--- src/hdl/rtli_pkg.sv ---
// Shared types and constants for the ranked top list insert block.
package rtli_pkg;

  localparam int LISTS       = 256;
  localparam int LIST_LEN    = 20;
  localparam int TAG_MAX_LEN = 25;

  localparam int ROW_ADDR_W = (LISTS > 1) ? $clog2(LISTS) : 1;
  localparam int POS_W      = $clog2(LIST_LEN);
  localparam int RANK_W     = 5;

  typedef enum logic [1:0] {
    ST_INSERTED = 2'd0,
    ST_LOW      = 2'd1,
    ST_REJECT   = 2'd2
  } rtli_status_t;

  typedef struct packed {
    logic [11:0] list_index;
    logic [30:0] value;
    logic        completed;
    logic [63:0] tag;
    logic [7:0]  tag_length;
  } rtli_in_t;

  typedef struct packed {
    rtli_status_t       status;
    logic [RANK_W-1:0]  rank;
  } rtli_out_t;

  typedef struct packed {
    logic        done;
    logic [30:0] value;
    logic [63:0] tag;
  } rtli_entry_t;

  typedef rtli_entry_t [LIST_LEN-1:0] rtli_row_t;

  // Passed from each cell to the one below it.
  typedef struct packed {
    logic              hit;
    logic [RANK_W-1:0] rank;
  } rtli_link_t;

endpackage

--- src/hdl/rtli_cell.sv ---
// One list position: compares, takes the new entry or shifts from above.
module rtli_cell
  import rtli_pkg::*;
(
  input  logic [POS_W-1:0] pos,
  input  rtli_entry_t      new_entry,
  input  rtli_entry_t      own,
  input  rtli_entry_t      upper,
  input  rtli_link_t       link_in,
  output rtli_link_t       link_out,
  output rtli_entry_t      entry_out
);

  logic le;
  logic here;

  assign le   = (new_entry.value >= own.value);
  assign here = le && !link_in.hit;

  assign link_out.hit  = link_in.hit || le;
  assign link_out.rank = here ? RANK_W'(pos) : link_in.rank;

  always_comb begin
    priority if (here) begin
      entry_out = new_entry;
    end else if (link_in.hit) begin
      entry_out = upper;
    end else begin
      entry_out = own;
    end
  end

endmodule

--- config.mk ---
export PLATFORM = sky130hd
export DESIGN_NAME = rtli_cell
export DESIGN_NICKNAME = d
export VERILOG_FILES = /design/src/hdl/rtli_pkg.sv /design/src/hdl/rtli_cell.sv
export SDC_FILE = /design/constraint.sdc
export NUM_CORES = 1
export LEC_CHECK = 0
export ABC_AREA = 0
export BUFFER_PORTS_ARGS = -buffer_cell sky130_fd_sc_hd__buf_2
export CORE_AREA = 2 2 155 157
export DETAILED_ROUTE_END_ITERATION = 10
export DIE_AREA = 0 0 157 159
export PLACE_DENSITY = 0.4
export SYNTH_ARGS = -nofsm -noshare
export SYNTH_HDL_FRONTEND = slang
export SYNTH_SLANG_ARGS = --single-unit
--- constraint.sdc ---
create_clock -name vclk -period 6.1
set_input_delay 0.305 -clock vclk [all_inputs]
set_output_delay 0.305 -clock vclk [all_outputs]
set_load 0.02 [all_outputs]
Yosys cells after proc, flatten, opt, wreduce, memory -nomap -nowiden
Cells that the tools add are included.
Operators by class
  reductions and logical operators: 3
  muxes and demuxes: 3
  $lt $le $gt $ge: 1
Operator list (count)
  $mux W96: 2
  $ge A31 B31 Y1: 1
  $mux W5: 1
  $logic_and A1 B1 Y1: 1
  $logic_not A1 Y1: 1
  $logic_or A1 B1 Y1: 1
Word-level totals
  register bits: 0
  logic and storage cells: 7
  input port bits: 299
  output and inout port bits: 102

Logic depth before layout (Yosys ltp)
  depth in word-level cells: 3
  gate-level depth with buffers: 10
  gate-level depth less buffers: 8

Worst setup path before layout
No wires, ideal clock.
  path kind: input port to output port
  start: input own[93] (netlist bit)
  end: output entry_out[55] (netlist bit)
  arrival: 2.371 ns
  slack: 3.424 ns
  stages on the path: 10
  path buffers: 2
  required time: 5.795 ns
  cells stage by stage: inv_1 -> ha_1 -> a21oi_1 -> a21boi_0 -> a311o_2 -> a211oi_4 -> buf_4 -> buf_2 -> a31oi_1 -> a21oi_1
RTL lines
  start, declared: RTL line rtli_cell.sv:7  | input rtli_entry_t own,
  end, declared: RTL line rtli_cell.sv:11  | output rtli_entry_t entry_out

==> results_dict.tcl <==
set metrics [dict create \
    status "finished, final reports clean" \
    switching_power_w 0.000321 \
    synth.top_cell.area_share 0.182 \
    hold_slack_ps 952 \
    drt_first_iter_violations 391 \
    cts_resized 0 \
    powerDensity_mw_per_mm2 96.8 \
    fin_crit_ps 3710 \
    tns_ps 0 \
    syn_nets 893 \
    die_w_um 157 \
    max_cap_violations 0 \
    drc_errors 0 \
    startpoint_type "input port" \
    slew_headroom 0.266 \
    grt_first_pass_wirelength_mm 31.8 \
    worstMarginPinSlew_ps 1100 \
    cp.required_ps 5790 \
    setup_ws_ps 2390 \
    hold_class "in2out" \
    drive_gt1_frac 0.460 \
    synth_area_leaders "a31oi_1, nor2b_1, a21oi_1" \
    die_h_um 159 \
    overflow 0 \
    routed_wl_mm 22.1 \
    portBuffers 401 \
    hold_violations 0 \
    drt_pass1_iterations 5 \
    fmax_ghz 0.270 \
    core.rowCount 56 \
    seq_area_frac_synth 0 \
    ir_worst_vdd_uv 47.6 \
    cp.arrival_ps 3400 \
    dp_hpwl_mm 17.1 \
    wl_per_cell_um 18.0 \
    syn2layout_area_growth_pct 67.7 \
    worst-setup-path-type "in2out" \
    drv_slew 0 \
    ant_nets 0 \
    syn_avg_cell_area_sq_um 5.85 \
    ys_warn_count 0 \
    viasPerCell 4.60 \
    nets 1239 \
    ys_types 31 \
    rsz0062_at_grt "no" \
    clock_buffers 0 \
    grt_max_degree 108 \
    track_usage 0.160 \
    syn_area_sq_mm 0.00330 \
    yosys.cell_count.top_type "a21oi_1" \
    switching_share 0.601 \
    grt_pass1_vias 5449 \
    p_clk_frac 0 \
    syn-instance-count 563 \
    leakagePower_nw 2.69 \
    postCtsSetupBuffers 0 \
    combPwrFrac 1.000 \
    seq_area_sq_um 0 \
    cp_max_fo 97 \
    p_seq_frac 0 \
    antenna_found_initial 6 \
    yosysTopAreaCell "a31oi_1" \
    crit_path_end_kind "output port" \
    setup_violations 0 \
    dp_worst_setup_slack_ps 2280 \
    core_area_sq_mm 0.0232 \
    start_util 0.142 \
    place.gp.congestion 0.823 \
    min_period_over_period 0.608 \
    seq_cell_count 0 \
    io_pins 401 \
    internal-power_w 0.000214 \
    synth_common_cells "a21oi_1, a31oi_1, nor2b_1" \
    vias 5646 \
    cts_hold_buf 0 \
    dieArea_sq_mm 0.0250 \
]
-- layout make-up --
class / count / area (sq um)
fillers: 2727 / 17700
multi-input cells: 468 / 2940
repair buffers: 405 / 2050
inverters: 34 / 128
well taps: 319 / 399
diodes: 2 / 5.00
-- path summary, 6_finish.rpt --
kind,start,end,depth (start not counted)
min,link_in[3],link_out[3],3
max,own[94],entry_out[18],10
-- per-layer routing --
| metal | share of wire | vias up | wire, um | track usage |
|---|---|---|---|---|
| met4 | 0.0099 | 4 | 219 | 0.0150 |
| met2 | 0.50 | 278 | 11000 | 0.297 |
| met5 | 0.00095 | - | 21 | 0 |
| met3 | 0.080 | 16 | 1760 | 0.0324 |
| met1 | 0.41 | 2581 | 9020 | 0.195 |
| li1 | - | 2767 | - | - |
-- cells in the final DEF (no fill, tap or decap), types with 2 or more instances in the layout --
cell | synthesis | layout
nand4_1 | 5 | 5
a21oi_1 | 108 | 108
ha_1 | 31 | 31
nand2_1 | 4 | 4
diode_2 | 0 | 2
nor2b_1 | 96 | 96
mux2_2 | 5 | 5
o21ai_1 | 12 | 11
a31oi_1 | 96 | 96
buf_2 | 9 | 400
o21ai_0 | 87 | 87
nor2_1 | 3 | 3
buf_4 | 1 | 4
inv_1 | 34 | 34
nand3_1 | 4 | 4
a21o_1 | 2 | 2
-- worst max-delay path, cell delays in order --
cell,delay [ps]
buf_2,110
inv_1,50
ha_1,320
nand4_2,150
nor4_2,610
a311o_2,360
a211o_4,740
o21ai_0,280
a21oi_1,230
buf_2,190
-- per-stage QoR --
stage                     instances  power (W)  instance area, sq um  utilization
after detailed placement       1226   0.000539                  5520        0.238
after global placement         1226   0.000542                  5520        0.238
after global routing           1228   0.000587                  5530        0.238
after floorplan                 563   0.000306                  3300            -
after CTS                      1226   0.000542                  5520        0.238
final                          1228   0.000535                  5530        0.238
-- kinds of logic (layout without fill, tap and decap cells) --
logic type	after synthesis	in the layout	share of synthesized area
AOI/OAI and AO/OA	315	315	0.531
muxes	5	5	0.0171
adders and majority gates	31	31	0.118
other	0	2	0
and+or+nand+nor	117	117	0.219
buffers and inverters	95	439	0.115
-- power by group through the flow --
stage / registers, W / clock network (W) / logic, W
after floorplan: 0 / 0 / 0.000306
after global placement: 0 / 0 / 0.000542
after detailed placement: 0 / 0 / 0.000539
after CTS: 0 / 0 / 0.000542
after global routing: 0 / 0.0000000000439 / 0.000587
final: 0 / 0.0000000000439 / 0.000535
No activity file was read; power rests on OpenSTA's default activity.
