**src/hdl/rtli_ram.sv**
```systemverilog
// Generic single-port-write, single-port-read RAM with registered read data.
module rtli_ram #(
  parameter int WIDTH = 8,
  parameter int DEPTH = 16
) (
  input  logic                                     clk,
  input  logic                                     we,
  input  logic [((DEPTH > 1) ? $clog2(DEPTH) : 1)-1:0] waddr,
  input  logic [WIDTH-1:0]                         wdata,
  input  logic [((DEPTH > 1) ? $clog2(DEPTH) : 1)-1:0] raddr,
  output logic [WIDTH-1:0]                         rdata
);

  logic [WIDTH-1:0] mem [DEPTH];

  always_ff @(posedge clk) begin
    if (we) begin
      mem[waddr] <= wdata;
    end
    rdata <= mem[raddr];
  end

endmodule

```
**config.mk**
```make
export PLATFORM = sky130hd
export DESIGN_NAME = rtli_ram
export DESIGN_NICKNAME = d
export VERILOG_FILES = /design/src/hdl/rtli_ram.sv
export SDC_FILE = /design/constraint.sdc
export NUM_CORES = 1
export LEC_CHECK = 0
export BUFFER_PORTS_ARGS = -buffer_cell sky130_fd_sc_hd__buf_2
export CAP_MARGIN = 20
export CORE_MARGIN = 1
export CORE_UTILIZATION = 35
export DETAILED_ROUTE_END_ITERATION = 16
export HOLD_SLACK_MARGIN = 0.12
export MAX_ROUTING_LAYER = met4
export PLACE_DENSITY = 0.58
export SLEW_MARGIN = 20
export SYNTH_ARGS = -nofsm -noshare
export SYNTH_HDL_FRONTEND = slang
export SYNTH_SLANG_ARGS = --single-unit
```
**constraint.sdc**
```tcl
create_clock -name clk -period 3 [get_ports clk]
set_input_delay 0.45 -clock clk [delete_from_list [all_inputs] [get_ports clk]]
set_output_delay 0.45 -clock clk [all_outputs]
set_load 0.02 [all_outputs]
```
# Word-level counts from Yosys, hierarchy flattened
# Memory sizes are Yosys's and may differ from the RTL's. A register that Yosys moved wholly into a read port is not among the register bits.
# Index checks and enable logic that the tools add are counted.
# totals
latchBits,0
word_cells,3
out_inout_bits,8
regBits,0
in_bits,18
n_memories,1
romBits,0
ram_bits,128
# classes
bitwise,0
n_addsub,0
n_eq_ne,0
muxes,2
n_div,0
reduce_logical,0
mul,0
n_shift,0
n_lt_le_gt_ge,0
# memory_table
name,depth,width,rd,rd_ports_with_merged_regs,write_ports,line_no,rtl
mem,16,8,1,1,1,14,logic [WIDTH-1:0] mem [DEPTH];
# ops
cell,n
two-way mux 1 bit,2

# Depth between registers and ports, before layout
# Gate-level depths: netlist of run 1.
# logic_depth
ltp_word,2
mapped_depth,5
ltp_nobuf,3

# Least setup slack after synthesis of run 1
# OpenSTA, ideal clock, no wires.
# synth_path
kind,input to register
from,input port waddr[2] (netlist name)
to,"memory mem[0][0], enable pin"
setup_slack_ns,1.057
cell_stages,2
setup_ns,0.383
path_buffers,0
t_required_ns,2.617
arrival_time_ns,1.560
path_cell_list,or3b_2 > nor3_1
# synth_lines
element,line_no,rtl
start: declaration,8,"input logic [((DEPTH > 1) ? $clog2(DEPTH) : 1)-1:0] waddr,"
end: declaration,14,
# No word-level cell before the write port.

# Worst setup path after layout of run 1
# layout_path
from,input port waddr[2] (netlist name)
to,"memory mem[2][5], enable pin"
# No word-level cell before the write port.

==> metrics.cfg, run 1 <==
[hold_path]
min_to = mem[5][0]
hp-class = primary input to register
hp-start = wdata[0]
whs_path_depth = 1

[detailed_routing]
dr.pass1.iters = 4
drc = 0
drtIter0Drc = 119
avgRoutedWirePerCell_um = 22.2
routed_wl_um = 10400
via_count = 2405
ant_nets = 0
viasPerCell = 5.15

[floorplanning]
pin_count = 26
dieWidth_um = 123
start_util_pct = 36.5
die_h_um = 123
rows = 43
die-area_um2 = 15200
core_area_um2 = 14100

[clock_tree]
htreeDepth = 4
clk_latency_ns = 0.41
cts_hold_buf = 0
cts_tree = yes
clockBufferDepth = 2
cts.sinks = 136
numCtsBuffers = 17
cts_setup_buffers = 0
cts.reportedPaths.clkPinSlew_ns = 0.05
cts-resized-gates = 0
cts_root_buf = clkbuf_16

[layout]
antennaDiodeCount = 0
nNetsFinal = 295
fin_util_pct = 42.8
layout_commonest_cell = edfxtp_1
area_growth_pct = 17.1
fill_cells = 1264
mostFrequentLayoutCells = edfxtp_1 (128), buf_2 (25), mux4_2 (18), clkbuf_16 (17), a22oi_1 (16)
drive_gt1_share_pct = 27.5
fin_cells = 467

[synthesis]
ys_seq_area_share_pct = 77.8
synth-simple-area-share_pct = 3.18
ys_seq_elements = 136
syn_nets = 247
synth.top_cell.area_share_pct = 74.7
synth_xor_area_share_pct = 0
synth_top_area_cell = edfxtp_1
yosys.area_share.adder_pct = 0
synthDistinctLibCells = 19
syn_area_per_cell_um2 = 22.5
yosysWarningCount = 0
synth_compound_area_share_pct = 2.33
syn_area_um2 = 5150
synth_cells = 229
muxShareOfSynthArea_pct = 15.0
synth_area_leaders = edfxtp_1 (75%), mux4_2 (7.9%), mux4_1 (7.1%)
synth_top_family_by_area = multiplexers

[sta]
finalHoldViolCount = 0
finalClockSkew_ns = 0.00725
setup_tns_ns = 0
drv_slew = 0
worstMarginPinSlew_ns = 0.909
finalSetupViolations = 0
max-slew-margin-rel_pct = 39.2
period_minus_slack_ns = 1.76
hold_slack_ns = 0.442
rsz0062_at_grt = false
fmax_mhz = 568
period_share_pct = 58.7

[critical_path]
slowest_stage = nor2_1
arrival_ns = 1.79
slowest_delay_ns = 0.71
required_ns = 3.03
cp_max_fo = 8
r2r_slack_ns = 1.58
start_kind = primary input
worstReg2RegEnd = rdata[3]
r2r_cells = 3
rr_startpoint = mem[1][3]
crit_chain = buf_2 -> or3b_2 -> nor2_1
crit_type = primary input to register
cp-end-kind = register
crit_cells = 3
critical_path.top_delay_family = simple AND/OR/NAND/NOR gates
crit_buf_inv = 1

[global_routing]
grt_pass1_vias = 2476
use_met1_pct = 21.6
grt_max_degree = 18
grt_pass1_wl_um = 15700
overflow = 0
antenna_found_initial = 0
grt_usage_pct = 15.8
use_met2_pct = 22.8
grt.busiest_layer = met2
met3_usage_pct = 3.74

[place]
portBuffers = 25
placed_cells = 438
place_congestion = 0.706
dp_hpwl_um = 6680

[power_and_ir_drop]
irDropWorstVdd_mv = 0.463
powerDensity_nw_per_um2 = 686
total_leakage_power_uw = 0.00202

[job]
cap_violations = 0

[status]
status = finished clean

## state kept, by name (all words and copies together) (netlist names)
signal  cells
rdata       8
mem       128
## Yosys cell counts
cell type and count:
mux4_1 14, or3b_2 1, and2b_1 1, nor3_1 4
a22oi_1 16, nand3_1 1, nor2_1 13, buf_4 1
nor2b_1 1, dfxtp_1 8, edfxtp_1 128, nand3b_1 2
nand2_1 9, clkdlybuf4s25_2 3, buf_2 3, nand2b_1 2
and2_1 1, mux4_2 18, buf_6 3
## routing by layer
layer	up-vias	part of all wire (%)	wire, um
li1	1065	-	-
met1	1254	46	4780
met2	73	47	4840
met3	13	5.5	570
met4	0	1.8	184
met5	-	0	0
## through the flow
step           area (um2)  power [uW]  setup slack (ns)
5_1_grt              6030        4270              1.16
6_report             6030        4130              1.24
4_1_cts              6030        4180              1.15
2_1_floorplan        5150        2300              1.06
3_3_place_gp         5530        2390             0.789
3_5_place_dp         5530        2390             0.720
## how the worst max path moves through the flow
stage,from,to
4_1_cts,waddr[2],mem[3][1]
5_1_grt,waddr[2],mem[3][1]
6_report,waddr[2],mem[2][5]
3_3_place_gp,waddr[2],mem[3][1]
3_5_place_dp,waddr[2],mem[3][1]
2_1_floorplan,waddr[2],mem[0][0]
## worst register-to-register path: cells and delay by family, from the launching register on
kind,cells,cell delay (ns)
AOI/OAI and AO/OA,1,0.26
muxes,1,0.61
DFF,1,0.35
and+or+nand+nor,1,0.08
## power breakdown
group	leakage, uW	total, uW	switching, uW	internal, uW
sequential	0.00122	2140	14.5	2130
combinational	0.000548	208	125	82.9
clock	0.000246	1790	677	1110
total	0.00202	4130	816	3320
## cell type report
type | count | area, um2 | area share (%)
Clock buffer | 22 | 444 | 7.37
Multi-Input combinational cell | 83 | 1060 | 17.5
Tap cell | 180 | 225 | 3.74
Clock inverter | 7 | 56.3 | 0.934
Timing Repair Buffer | 39 | 243 | 4.03
Sequential cell | 136 | 4000 | 66.4
## cells by family (layout without fill, tap and decap cells)
family,count (synthesis),after routing
compound gates,16,16
buf+inv,10,68
flops,136,136
mux,32,32
simple gates,35,35
(Power assumes the default switching activity.)
==> run 2: changes to the inputs <==
==> constraint.sdc (replaced) <==
create_clock -name clk -period 1.75 [get_ports clk]
set_input_delay 0.2625 -clock clk [delete_from_list [all_inputs] [get_ports clk]]
set_output_delay 0.2625 -clock clk [all_outputs]
set_load 0.02 [all_outputs]
==> run 2 against run 1 <==
  * Clock-buffer cell count decreased by 1
  * Global-route usage up 0.36 points
  * Critical path depth did not move
  * First-iteration DRC count increased by 72%
  * Register-to-register slack worse by 1.2 ns
  * Non-clock buffer count grew 11
  * Setup slack got worse by 0.84 ns
  * Combinational power is 80% higher
  * Cell area increased by 3.9%
  * Critical path type is now register to register
  * Largest power group unchanged
  * Highest routed layer unchanged
==> metrics.cfg, run 2 (synthesized netlist as in run 1, its figures left out) <==
[status]
status = finished clean

[detailed_routing]
viasPerCell = 5.09
routed_wl_um = 10300
via_count = 2446
avgRoutedWirePerCell_um = 21.4
drtIter0Drc = 205
ant_nets = 0
drc = 0
dr.pass1.iters = 4

[critical_path]
required_ns = 2.05
worstReg2RegEnd = rdata[5]
cp-end-kind = register
r2r_cells = 3
rr_startpoint = mem[1][5]
cp_max_fo = 1
r2r_slack_ns = 0.40
crit_type = register to register
worstSetupStartpoint = mem[1][5]
start_kind = register
arrival_ns = 1.65
cp-endpoint = rdata[5]

[place]
placed_cell_area_um2 = 5650
dp_hpwl_um = 6410
place_congestion = 0.735
portBuffers = 25

[sta]
finalHoldViolCount = 0
drv_slew = 0
period_share_pct = 77.1
fmax_mhz = 741
period_minus_slack_ns = 1.35
max-slew-margin-rel_pct = 39.7
rsz0062_at_grt = false
finalSetupViolations = 0
finalClockSkew_ns = 0.00409
worstMarginPinSlew_ns = 0.903
hold_slack_ns = 0.240

[global_routing]
overflow = 0
grt_pass1_vias = 2578
grt_usage_pct = 16.2
grt_pass1_wl_um = 15900
grt_max_degree = 33
antenna_found_initial = 0

[power_and_ir_drop]
irDropWorstVdd_mv = 0.862
switching_power_uw = 1470
total_leakage_power_uw = 0.00215
powerDensity_nw_per_um2 = 1230
sw_frac_of_total_pct = 19.1
combPwrFrac_pct = 4.8
p_int_uw = 6230
seqPwrFrac_pct = 47.6
clkPwrFrac_pct = 47.6

[clock_tree]
clk_latency_ns = 0.41
cts-resized-gates = 0
cts_hold_buf = 0
htreeDepth = 4
clockBufferDepth = 2
cts.reportedPaths.clkPinSlew_ns = 0.06
cts_root_buf = clkbuf_16
cts_setup_buffers = 0
numCtsBuffers = 17
cts_tree = yes
cts.sinks = 136

[layout]
regArea_um2 = 4000
mostFrequentLayoutCells = edfxtp_1 (128), buf_2 (25), buf_4 (21), mux4_2 (18), clkbuf_16 (17)
top_register = mem
drive_gt1_share_pct = 32.2
fill_cells = 1238
area_growth_pct = 21.7
largest_reg_flops = 128
antennaDiodeCount = 0
layout_commonest_cell = edfxtp_1
design_area_um2 = 6270
nNetsFinal = 306
reg.largest.list = mem (128), rdata (8)
multi_input_area_um2 = 1060

[hold_path]
hp-class = primary input to register

[floorplanning]
core_area_um2 = 14100
die_h_um = 123
rows = 43
die-area_um2 = 15200
pin_count = 26
dieWidth_um = 123
start_util_pct = 36.5

[job]
cap_violations = 0

[run 2: through the flow]
step                      setup TNS [ns]  power (uW)  utilization [%]  cells  worst slack (ns)
after floorplan                        0        3940                -    229             0.221
after global placement                 0        4110             40.1    449            0.0335
after detailed placement        -0.00496        4120             40.1    449          -0.00496
after CTS                              0        7770             44.5    481             0.380
after global routing                   0        7950             44.5    481             0.320
final                                  0        7710             44.5    481             0.400
[run 2: power by group through the flow]
| stage | sequential, uW | combinational, uW | clock (uW) |
|---|---|---|---|
| after floorplan | 3750 | 185 | 0 |
| after global placement | 3730 | 373 | 0 |
| after detailed placement | 3730 | 381 | 0 |
| after CTS | 3670 | 382 | 3720 |
| after global routing | 3670 | 409 | 3870 |
| final | 3670 | 374 | 3670 |
[run 2: critical path, stage by stage (launching register included)]
cell      delay [ns]
edfxtp_1        0.36
mux4_1          0.53
a22oi_1         0.26
nand2_1         0.09
[run 2: worst min path at each step]
stage / from / endpoint / slack [ns] / depth (start not counted)
6_report: wdata[2] / mem[14][2] / 0.24 / 1
5_1_grt: wdata[2] / mem[3][2] / 0.24 / 1
4_1_cts: wdata[2] / mem[14][2] / 0.22 / 1
3_5_place_dp: wdata[2] / mem[14][2] / 0.66 / 1
3_3_place_gp: mem[11][3] / rdata[3] / 0.65 / 3
2_1_floorplan: wdata[0] / mem[0][0] / 0.36 / 0
[run 2: routing by layer]
metal | track usage, % | up-vias | wire (um)
li1 | - | 1088 | -
met5 | - | - | 0
met4 | 5.20 | 0 | 144
met1 | 21.7 | 1285 | 4770
met3 | 5.72 | 16 | 593
met2 | 23.0 | 57 | 4770
[run 2: area by class of cell]
| cell class | count | share of cell area (%) |
|---|---|---|
| Clock inverter | 11 | 2.42 |
| Clock buffer | 21 | 7.35 |
| Tap cell | 180 | 3.59 |
| Timing Repair Buffer | 50 | 5.79 |
| Sequential cell | 136 | 63.9 |
| Multi-Input combinational cell | 83 | 17.0 |
